`config.mk`:
```
export PLATFORM = sky130hd
export DESIGN_NAME = etsc_stack
export DESIGN_NICKNAME = d
export VERILOG_FILES = /design/src/rtl/core/etsc_pkg.sv /design/src/rtl/core/etsc_stack.sv
export SDC_FILE = /design/constraint.sdc
export NUM_CORES = 1
export LEC_CHECK = 0
export BUFFER_PORTS_ARGS = -buffer_cell sky130_fd_sc_hd__buf_2
export CORE_UTILIZATION = 62
export DETAILED_ROUTE_END_ITERATION = 8
export GPL_ROUTABILITY_DRIVEN = 1
export GPL_TIMING_DRIVEN = 0
export HOLD_SLACK_MARGIN = 0.15
export PLACE_DENSITY = 0.91
export SYNTH_ARGS = -nofsm -noshare
export SYNTH_HDL_FRONTEND = slang
export SYNTH_SLANG_ARGS = --single-unit
```
`constraint.sdc`:
```
create_clock -name i_clk -period 6.97 [get_ports i_clk]
set_input_delay 2.091 -clock i_clk [delete_from_list [all_inputs] [get_ports i_clk]]
set_output_delay 2.091 -clock i_clk [all_outputs]
set_load 0.005 [all_outputs]
```
`src/rtl/core/etsc_pkg.sv`:
```
// shared types and codes for the expression token syntax checker
package etsc_pkg;

    // token classes as delivered by the tokenizer
    typedef enum logic [2:0] {
        TK_VALUE  = 3'd0,
        TK_INFIX  = 3'd1,
        TK_PREFIX = 3'd2,
        TK_OPEN   = 3'd3,
        TK_CLOSE  = 3'd4,
        TK_END    = 3'd5
    } t_tok_kind;

    // status codes reported on the end marker
    localparam logic [3:0] ST_OK          = 4'd0;
    localparam logic [3:0] ST_NO_LEFT     = 4'd1;
    localparam logic [3:0] ST_OP_ON_OP    = 4'd2;
    localparam logic [3:0] ST_CLOSE_SHORT = 4'd3;
    localparam logic [3:0] ST_CLOSE_EMPTY = 4'd4;
    localparam logic [3:0] ST_UNCLOSED    = 4'd5;
    localparam logic [3:0] ST_END_SHORT   = 4'd6;
    localparam logic [3:0] ST_NOT_ONE     = 4'd7;
    localparam logic [3:0] ST_TOO_DEEP    = 4'd8;

    // control from the checker to the bracket stack
    typedef struct packed {
        logic push;
        logic pop;
        logic clear;
    } t_stk_ctrl;

    // bracket stack status
    typedef struct packed {
        logic empty;
        logic full;
    } t_stk_stat;

endpackage

```
`src/rtl/core/etsc_stack.sv`:
```
// bracket stack: level counter, pair memory and registered top-of-stack copy
module etsc_stack #(
    parameter int DEPTH  = 32,
    parameter int DATA_W = 32
) (
    input  logic                i_clk,
    input  logic                i_rst_n,
    input  etsc_pkg::t_stk_ctrl i_ctrl,
    input  logic [DATA_W-1:0]   i_push_data,
    output logic [DATA_W-1:0]   o_top_data,
    output etsc_pkg::t_stk_stat o_stat
);

    localparam int LVL_W     = $clog2(DEPTH + 1);
    localparam int ADDR_W    = (DEPTH > 1) ? $clog2(DEPTH) : 1;
    localparam int MEM_DEPTH = 1 << ADDR_W;

    logic [LVL_W-1:0]  r_level;
    logic [LVL_W-1:0]  n_level;
    logic [LVL_W-1:0]  w_rd_lvl;
    logic [ADDR_W-1:0] w_wr_addr;
    logic [ADDR_W-1:0] w_rd_addr;
    logic [DATA_W-1:0] r_top;
    logic [DATA_W-1:0] r_mem [MEM_DEPTH];

    // next level
    always_comb begin
        priority if (i_ctrl.clear) begin
            n_level = '0;
        end else if (i_ctrl.push) begin
            n_level = r_level + LVL_W'(1);
        end else if (i_ctrl.pop) begin
            n_level = r_level - LVL_W'(1);
        end else begin
            n_level = r_level;
        end
    end

    // the top entry sits at level - 1 once the update lands
    assign w_rd_lvl  = n_level - LVL_W'(1);
    assign w_rd_addr = w_rd_lvl[ADDR_W-1:0];
    assign w_wr_addr = r_level[ADDR_W-1:0];

    // level counter
    always_ff @(posedge i_clk) begin
        if (!i_rst_n) begin
            r_level <= '0;
        end else begin
            r_level <= n_level;
        end
    end

    // pair memory write
    always_ff @(posedge i_clk) begin
        if (i_ctrl.push) begin
            r_mem[w_wr_addr] <= i_push_data;
        end
    end

    // registered read of the new top, bypassing a pair being pushed
    always_ff @(posedge i_clk) begin
        if (i_ctrl.push) begin
            r_top <= i_push_data;
        end else begin
            r_top <= r_mem[w_rd_addr];
        end
    end

    assign o_top_data   = r_top;
    assign o_stat.empty = (r_level == '0);
    assign o_stat.full  = (r_level == LVL_W'(DEPTH));

endmodule
```
==> results of run 1 <==
## metal layers
metal  track usage  share of wire
met2         0.586           0.47
met3         0.110           0.14
met5             0        0.00024
met1         0.451           0.30
met4         0.256          0.082
## registers in the layout (all words and copies together) (netlist names)
register,cells
r_level,6
o_top_data,32
r_mem,1024
## cell usage in the layout (no fill, tap or decap), types with 9 or more instances in the layout
master                      synthesis  layout
sky130_fd_sc_hd__buf_12             0      20
sky130_fd_sc_hd__o21ai_1           58      58
sky130_fd_sc_hd__buf_4             11      11
sky130_fd_sc_hd__buf_2             18      88
sky130_fd_sc_hd__dfxtp_1           38      38
sky130_fd_sc_hd__bufinv_16          0       9
sky130_fd_sc_hd__mux4_2           284     284
sky130_fd_sc_hd__clkinv_2           0      14
sky130_fd_sc_hd__nor2_1            45      13
sky130_fd_sc_hd__a22oi_1           30      30
sky130_fd_sc_hd__clkbuf_2           1      11
sky130_fd_sc_hd__a2111oi_1         27      25
sky130_fd_sc_hd__nor2_4             1      33
sky130_fd_sc_hd__clkbuf_1          52      69
sky130_fd_sc_hd__buf_6             15      15
sky130_fd_sc_hd__mux2i_1           31      31
sky130_fd_sc_hd__edfxtp_1        1024    1024
sky130_fd_sc_hd__clkbuf_16          0     100
sky130_fd_sc_hd__o22ai_1           31      31
sky130_fd_sc_hd__nand2_1          103     103
sky130_fd_sc_hd__clkinv_1           0      12
sky130_fd_sc_hd__buf_16             0      12
sky130_fd_sc_hd__inv_1             35      35
## how the worst min path moves through the flow
stage	slack [ps]	startpoint	cells after the start	to
floorplan	500	r_level[5]	2	r_level[5]
global placement	530	r_level[5]	2	r_level[5]
detailed placement	560	r_level[5]	2	r_level[5]
CTS	660	r_level[5]	2	r_level[5]
global route	710	r_level[5]	2	r_level[5]
finish	710	r_level[5]	2	r_level[5]
## worst reg2reg max path, cell delays in order, from the launching register on
cell,delay (ps)
sky130_fd_sc_hd__dfxtp_1,530
sky130_fd_sc_hd__xnor2_1,220
sky130_fd_sc_hd__nor2b_1,190
sky130_fd_sc_hd__buf_2,300
sky130_fd_sc_hd__buf_4,390
sky130_fd_sc_hd__buf_2,430
sky130_fd_sc_hd__inv_1,160
sky130_fd_sc_hd__ha_1,520
sky130_fd_sc_hd__clkbuf_1,520
sky130_fd_sc_hd__dlymetal6s4s_1,870
sky130_fd_sc_hd__mux4_2,430
sky130_fd_sc_hd__mux4_1,540
sky130_fd_sc_hd__o21ai_0,280
sky130_fd_sc_hd__o21ai_1,260
## area by class of cell
| class | instances | area share |
|---|---|---|
| multi-input combinational | 682 | 0.197 |
| buffer | 103 | 0.0131 |
| sequential | 1062 | 0.674 |
| inverter | 36 | 0.00289 |
| clock buffer | 132 | 0.0574 |
| tap | 864 | 0.0231 |
| clock inverter | 43 | 0.00980 |
| timing repair buffer | 101 | 0.0230 |
## synthesized netlist by cell type (all sizes together) (3+ instances only)
master,n,area share
ha,5,0.0015
a21oi,4,0.0011
nor3,3,0.00036
a22oi,30,0.0055
nand2,103,0.0094
nor2,47,0.0045
edfxtp,1024,0.75
mux4,288,0.16
dfxtp,38,0.018
or2,3,0.00046
clkbuf,53,0.0049
nand2b,5,0.00076
xnor2,4,0.00085
nor2b,3,0.00046
o21ai,63,0.0077
mux2i,33,0.0082
a2111oi,31,0.0074
dlygate4sd3,4,0.00097
buf,45,0.0087
inv,36,0.0033
o22ai,31,0.0047
## kinds of logic after synthesis
| kind of cell | share of synthesized area |
|---|---|
| AOI/OAI and AO/OA | 0.0284 |
| xor gates and xnor gates | 0.00191 |
| adders and majority gates | 0.00152 |
| buffers and inverters | 0.0182 |
| DFF | 0.765 |
| muxes | 0.166 |
| and+or+nand+nor | 0.0189 |
## what timing repair did
| item | 4_1_cts | 5_1_grt |
|---|---|---|
| gates resized for setup | 12 | 20 |
| endpoints found under the setup margin | 15 | 23 |
| gates cloned | 0 | 0 |
## power by group
| part | switching (mW) | internal, mW |
|---|---|---|
| Combinational | 1.02 | 0.597 |
| Sequential | 0.0309 | 7.07 |
| Clock | 2.40 | 3.03 |
| Total | 3.45 | 10.7 |
==> impl_summary.log, run 1 <==
[metrics] capturing element type of the critical path: flip-flop
[metrics] detailed-routing iteration count for the pre-antenna-repair pass: 7
[metrics] mapped cell area: about 40,000 um2
[metrics] synthesis-stage register bit count: 1,062
[metrics] half-perimeter wire length of the detailed placement result: 69.0 mm
[metrics] gate family responsible for the most delay along the worst path: buffers and inverters
[metrics] CP Launch Point: i_ctrl[1]
[metrics] ratio of cells with drive above 1 in the final layout: 0.292
[metrics] R2R depth: 13
[metrics] number of clock buffers inserted by TritonCTS: 96
[metrics] fraction of the cycle the final worst path needs: 1.01
[metrics] count of hold buffers inserted by post-cts repair: 0
[metrics] largest driver fanout on the critical path: 10
[metrics] Total Neg Setup Slack: -187 ps
[metrics] nets@finish: 2,124
[metrics] sum of overflow across all layers after global routing: 0
[metrics] setup repair after global routing missed its margin: yes
[metrics] drt drc: 0
[metrics] violation count after the first detailed-route iteration: around 4,600
[metrics] critical path capture point: o_top_data[31]
[metrics] number of H-tree levels: 3
[metrics] via count: 23,600
[metrics] clock latency of the later-clocked register in the worst-skew pair: 680 ps
[metrics] multi-input gate area in the final layout: 9200 um2
[metrics] leakage dissipation: 14.9 nW
[metrics] Post-Syn Instances: 1,883
[metrics] number of enable flip-flop cells after synthesis: just over 1,000
[metrics] Filler Cell Count: 3,219
[metrics] Initial Util: 0.627
[metrics] TritonCTS sink count: between 1,000 and 1,500
[metrics] register-to-register setup slack: 1110 ps
[metrics] clk root buf: sky130_fd_sc_hd__clkbuf_16
[metrics] cells traversed along the worst timing path: buf_2, nor2_4, xnor2_1, nor2b_1, buf_2, buf_4, buf_2, inv_1, ha_1, clkbuf_1, dlymetal6s4s_1, mux4_2, mux4_1, o21ai_0, o21ai_1
[metrics] clock tree skew after final layout: 30.7 ps
[metrics] Final ANT Viol Nets: 0
[metrics] slew at the pin closest to its max-slew limit: 1460 ps
[metrics] die width: 260 um
[metrics] failing checks: negative setup slack
[metrics] slowest cell on the critical path: sky130_fd_sc_hd__dlymetal6s4s_1
[metrics] count of cell types in the netlist: 60
[metrics] post-placement setup slack: -811 ps
[metrics] largest net degree at the start of global routing: 34
[metrics] Synth Area per Inst: 21.9 um2
[metrics] Worst slew margin: 0.0226
[metrics] Hold Crit Class: reg2reg
[metrics] overall track demand over capacity in global routing: 0.373
[metrics] final number of max-transition violations: 0
[metrics] total of max-cap violations: 0
[metrics] CP bufs+invs: 7
[metrics] total setup buffers inserted after CTS: 0
[metrics] final design instance area without fill: 46,800 um2
[metrics] Site Rows: 94
[metrics] I/O pins: 71
[metrics] Port-buffer cells: 68
[metrics] Hold Vio Cnt, Final: 0
[metrics] RR Endpoint: o_top_data[31]
[metrics] Final min period: 7040 ps
[metrics] most common flop cell mapped by yosys: sky130_fd_sc_hd__edfxtp_1
[metrics] wire length of the first global-routing pass: between 150 and 200 mm
[metrics] Via density: 7.82
[metrics] relative area change from synthesis to final layout: 13.5%
[metrics] Layout Utilization: 0.711
[metrics] Synthesis Warnings: 0
[metrics] setup slack after layout: -65.8 ps
[metrics] pwr/cell area: a little over 300 nW/um2
[metrics] number of global-route vias before repair: 23,800
[metrics] cell mode on critical path: sky130_fd_sc_hd__buf_2
[metrics] Worst setup SP type: input pin
[metrics] maximum vdd ir drop: approximately 220 uV
[metrics] FMAX: 142 MHz
[metrics] Synth Net Count: slightly below 2,000
[metrics] fraction of registers with async set or reset after synthesis: 0
[metrics] number of instances in the placed design: between 2,000 and 3,000
[metrics] Crit Path Class: in2reg
[metrics] number of antenna violations at the first check in global routing: 3
[metrics] routed len/inst: 40.8 um
[metrics] Total Routed Length: 123 mm
[metrics] cell area reported after detailed placement: around 44,000 um2
[metrics] required time of the critical path: 7420 ps
[metrics] Die Span Y: about 260 um
[metrics] number of setup violations in the final report: 5
[metrics] sequential standard cell area: 31,500 um2
[metrics] core region area: 65,700 um2
[metrics] die area: between 60,000 and 70,000 um2
[metrics] Final Hold Slack: around 710 ps
[metrics] outcome: complete, but fails checks
[metrics] number of inserted diodes: 0
[metrics] Final Instance Count excl. Fillers: 3,023
[metrics] clock slew seen by the registers of the worst setup and hold paths: approximately 60 ps
[metrics] arrival time of the worst setup path: 7490 ps
[metrics] Clock Path Buffers: 3
[metrics] proportion of synthesized chip area in sequential cells: 0.765
[metrics] global placer's final weighted congestion: 0.941
[metrics] reg2reg start: r_level[0]
[metrics] Crit path depth: 15
[metrics] Critical Path Max Stage Delay: roughly 860 ps
[metrics] TritonCTS clock tree: yes
[metrics] Power, Total: 14.1 mW
No activity file was read; power rests on OpenSTA's default activity.
==> inputs of run 2 (changes only) <==
CELL_PAD_IN_SITES_DETAIL_PLACEMENT = 0   (was not set)
CELL_PAD_IN_SITES_GLOBAL_PLACEMENT = 2   (was not set)
CORE_UTILIZATION = 50   (was 62)
SKIP_CTS_REPAIR_TIMING = 1   (was not set)
==> impl_summary.log, run 2 (synthesized netlist as in run 1, its figures left out) <==
[metrics] Hold Path Origin: r_level[5]
[metrics] ratio of cells with drive above 1 in the final layout: 0.297 (+0.00465)
[metrics] violation count after the first detailed-route iteration: 2,626 (-43%)
[metrics] global placer's final weighted congestion: 0.823 (-13%)
[metrics] RR Endpoint: o_top_data[18]
[metrics] destination of the worst hold path: r_level[5]
[metrics] number of setup violations in the final report: 0 (-5)
[metrics] total of max-cap violations: 0 (unchanged)
[metrics] number of antenna violations at the first check in global routing: 2 (-1)
[metrics] R2R depth: 14 (+1)
[metrics] Final Instance Count excl. Fillers: 3,230 (+6.8%)
[metrics] Hold Crit Class: reg2reg
[metrics] Biggest register: r_mem
[metrics] cell mode on critical path: sky130_fd_sc_hd__buf_2
[metrics] max reg flops: 1,024 (unchanged)
[metrics] sequential standard cell area: 31,500 um2 (unchanged)
[metrics] clk root buf: sky130_fd_sc_hd__clkbuf_16
[metrics] Port-buffer cells: 68 (unchanged)
[metrics] most frequent cells in the layout: 1,024 x sky130_fd_sc_hd__edfxtp_1, 284 x sky130_fd_sc_hd__mux4_2, 106 x sky130_fd_sc_hd__clkbuf_16, 103 x sky130_fd_sc_hd__nand2_1, 86 x sky130_fd_sc_hd__buf_2
[metrics] final design instance area without fill: 47,300 um2 (+1.2%)
[metrics] Final ANT Viol Nets: 0 (unchanged)
[metrics] clock latency of the later-clocked register in the worst-skew pair: 670 ps (about the same)
[metrics] clock tree skew after final layout: 26.4 ps (-4.31 ps)
[metrics] clock slew seen by the registers of the worst setup and hold paths: 60 ps (about the same)
[metrics] die width: 289 um (+11%)
[metrics] capturing element type of the critical path: flip-flop
[metrics] relative area change from synthesis to final layout: 14.8%
[metrics] register-to-register setup slack: 1230 ps (+120 ps)
[metrics] outcome: completed
[metrics] final number of max-transition violations: 0 (unchanged)
[metrics] Clock Path Buffers: 3 (unchanged)
[metrics] sum of overflow across all layers after global routing: 0 (unchanged)
[metrics] Worst setup SP type: input pin
[metrics] maximum vdd ir drop: 201 uV (-6.7%)
[metrics] die area: 83,500 um2 (+24%)
[metrics] Via density: 6.41 (-18%)
[metrics] number of global-route vias before repair: 21,100 (-11%)
[metrics] routed len/inst: 30.9 um (-24%)
[metrics] Worst Hold Path Cells: 2 (unchanged)
[metrics] post-placement setup slack: -1200 ps (-384 ps)
[metrics] slew at the pin closest to its max-slew limit: 1080 ps (-377 ps)
[metrics] number of instances in the placed design: 3,043 (+6.9%)
[metrics] detailed-routing iteration count for the pre-antenna-repair pass: 7 (unchanged)
[metrics] half-perimeter wire length of the detailed placement result: 62.2 mm (-9.9%)
[metrics] drt drc: 0 (unchanged)
[metrics] Final Hold Slack: 559 ps (-151 ps)
[metrics] gate family responsible for the most delay along the worst path: buffers and inverters
[metrics] required time of the critical path: 7410 ps (about the same)
[metrics] Final min period: 6920 ps (-117 ps)
[metrics] I/O pins: 71 (unchanged)
[metrics] leakage dissipation: 15.0 nW (+0.93%)
[metrics] Die Span Y: 289 um (+11%)
[metrics] arrival time of the worst setup path: 7360 ps (-130 ps)
[metrics] Filler Cell Count: 5,578 (+73%)
[metrics] number of clock buffers inserted by TritonCTS: 102 (+6.3%)
[metrics] Total Neg Setup Slack: 0 ps (+187 ps)
[metrics] largest net degree at the start of global routing: 34 (unchanged)
[metrics] FMAX: 145 MHz (+1.7%)
[metrics] Critical Path Max Stage Delay: 670 ps (-190 ps)
[metrics] reg2reg start: r_level[0]
[metrics] multi-input gate area in the final layout: 9220 um2 (+0.31%)
[metrics] cells traversed along the worst timing path: buf_2, nor2_4, xnor2_1, nor2b_1, buf_2, buf_4, buf_2, inv_1, ha_1, clkbuf_1, clkbuf_1, mux4_2, a22oi_1, nand2_1, a2111oi_2, o21ai_1
[metrics] Hold Vio Cnt, Final: 0 (unchanged)
[metrics] number of H-tree levels: 3 (unchanged)
[metrics] CP bufs+invs: 7 (unchanged)
[metrics] fraction of the cycle the final worst path needs: 0.993 (-0.0168)
[metrics] Total Routed Length: 99.7 mm (-19%)
[metrics] wire length of the first global-routing pass: 144 mm (-17%)
[metrics] cell area reported after detailed placement: 43,800 um2 (+0.53%)
[metrics] Worst slew margin: 0.276 (+0.253)
[metrics] via count: 20,700 (-12%)
[metrics] Initial Util: 0.508 (-0.118)
[metrics] core region area: 81,100 um2 (+23%)
[metrics] largest driver fanout on the critical path: 10 (unchanged)
[metrics] Crit Path Class: in2reg
[metrics] setup repair after global routing missed its margin: yes
[metrics] setup slack after layout: 51.1 ps (+117 ps)
[metrics] slowest cell on the critical path: sky130_fd_sc_hd__clkbuf_1
[metrics] overall track demand over capacity in global routing: 0.244 (-0.129)
[metrics] most common cell after layout, fill and taps aside: sky130_fd_sc_hd__edfxtp_1
[metrics] TritonCTS clock tree: yes
[metrics] pwr/cell area: 300 nW/um2 (-0.73%)
[metrics] nets@finish: 2,129 (+0.24%)
[metrics] Site Rows: 104 (+11%)
[metrics] TritonCTS sink count: 1,062 (unchanged)
## run 2: worst max path at each step
stage | slack, ps | from | endpoint | cells after the start
2_1_floorplan | 1190 | i_ctrl[2] | o_top_data[20] | 16
3_3_place_gp | -1210 | i_ctrl[1] | o_top_data[2] | 16
3_5_place_dp | -1200 | i_ctrl[1] | o_top_data[2] | 16
4_1_cts | -560 | i_ctrl[1] | o_top_data[2] | 16
5_1_grt | -110 | i_ctrl[1] | o_top_data[16] | 16
6_report | 50 | i_ctrl[1] | o_top_data[18] | 16
## run 2: area by class of cell
class	instances	share of cell area
Sequential cell	1062	0.666
Timing Repair Buffer	100	0.0223
Buffer	103	0.0132
Antenna cell	1	0.0000529
Inverter	36	0.00286
Tap cell	1060	0.0280
Clock buffer	128	0.0593
Clock inverter	58	0.0129
Multi-Input combinational cell	682	0.195
## run 2: metrics by stage
step	power, mW	utilization
detailed placement	8.69	0.541
CTS	14.2	0.583
global route	14.6	0.583
floorplan	8.11	-
finish	14.2	0.583
global placement	8.63	0.529
## run 2: worst reg2reg max path: stages, from the launching register on
cell	delay, ps
sky130_fd_sc_hd__dfxtp_1	510
sky130_fd_sc_hd__xnor2_1	230
sky130_fd_sc_hd__nor2b_1	190
sky130_fd_sc_hd__buf_2	240
sky130_fd_sc_hd__buf_4	310
sky130_fd_sc_hd__buf_2	410
sky130_fd_sc_hd__inv_1	110
sky130_fd_sc_hd__ha_1	510
sky130_fd_sc_hd__clkbuf_1	570
sky130_fd_sc_hd__clkbuf_1	670
sky130_fd_sc_hd__mux4_2	450
sky130_fd_sc_hd__a22oi_1	200
sky130_fd_sc_hd__nand2_1	90
sky130_fd_sc_hd__a2111oi_2	660
sky130_fd_sc_hd__o21ai_1	380
## run 2: metal layers
| layer | vias to the layer above | part of all wire | track usage |
|---|---|---|---|
| li1 | 8337 | - | - |
| met1 | 11000 | 0.37 | 0.324 |
| met2 | 1227 | 0.51 | 0.409 |
| met3 | 198 | 0.094 | 0.0434 |
| met4 | 4 | 0.028 | 0.0870 |
| met5 | - | 0.00022 | 0 |
## run 2: where the power goes
part	leakage, nW	internal [mW]	switching [mW]
Sequential	9.54	7.07	0.0188
Combinational	3.79	0.600	0.895
Clock	1.67	3.29	2.33
Total	15.0	11.0	3.25
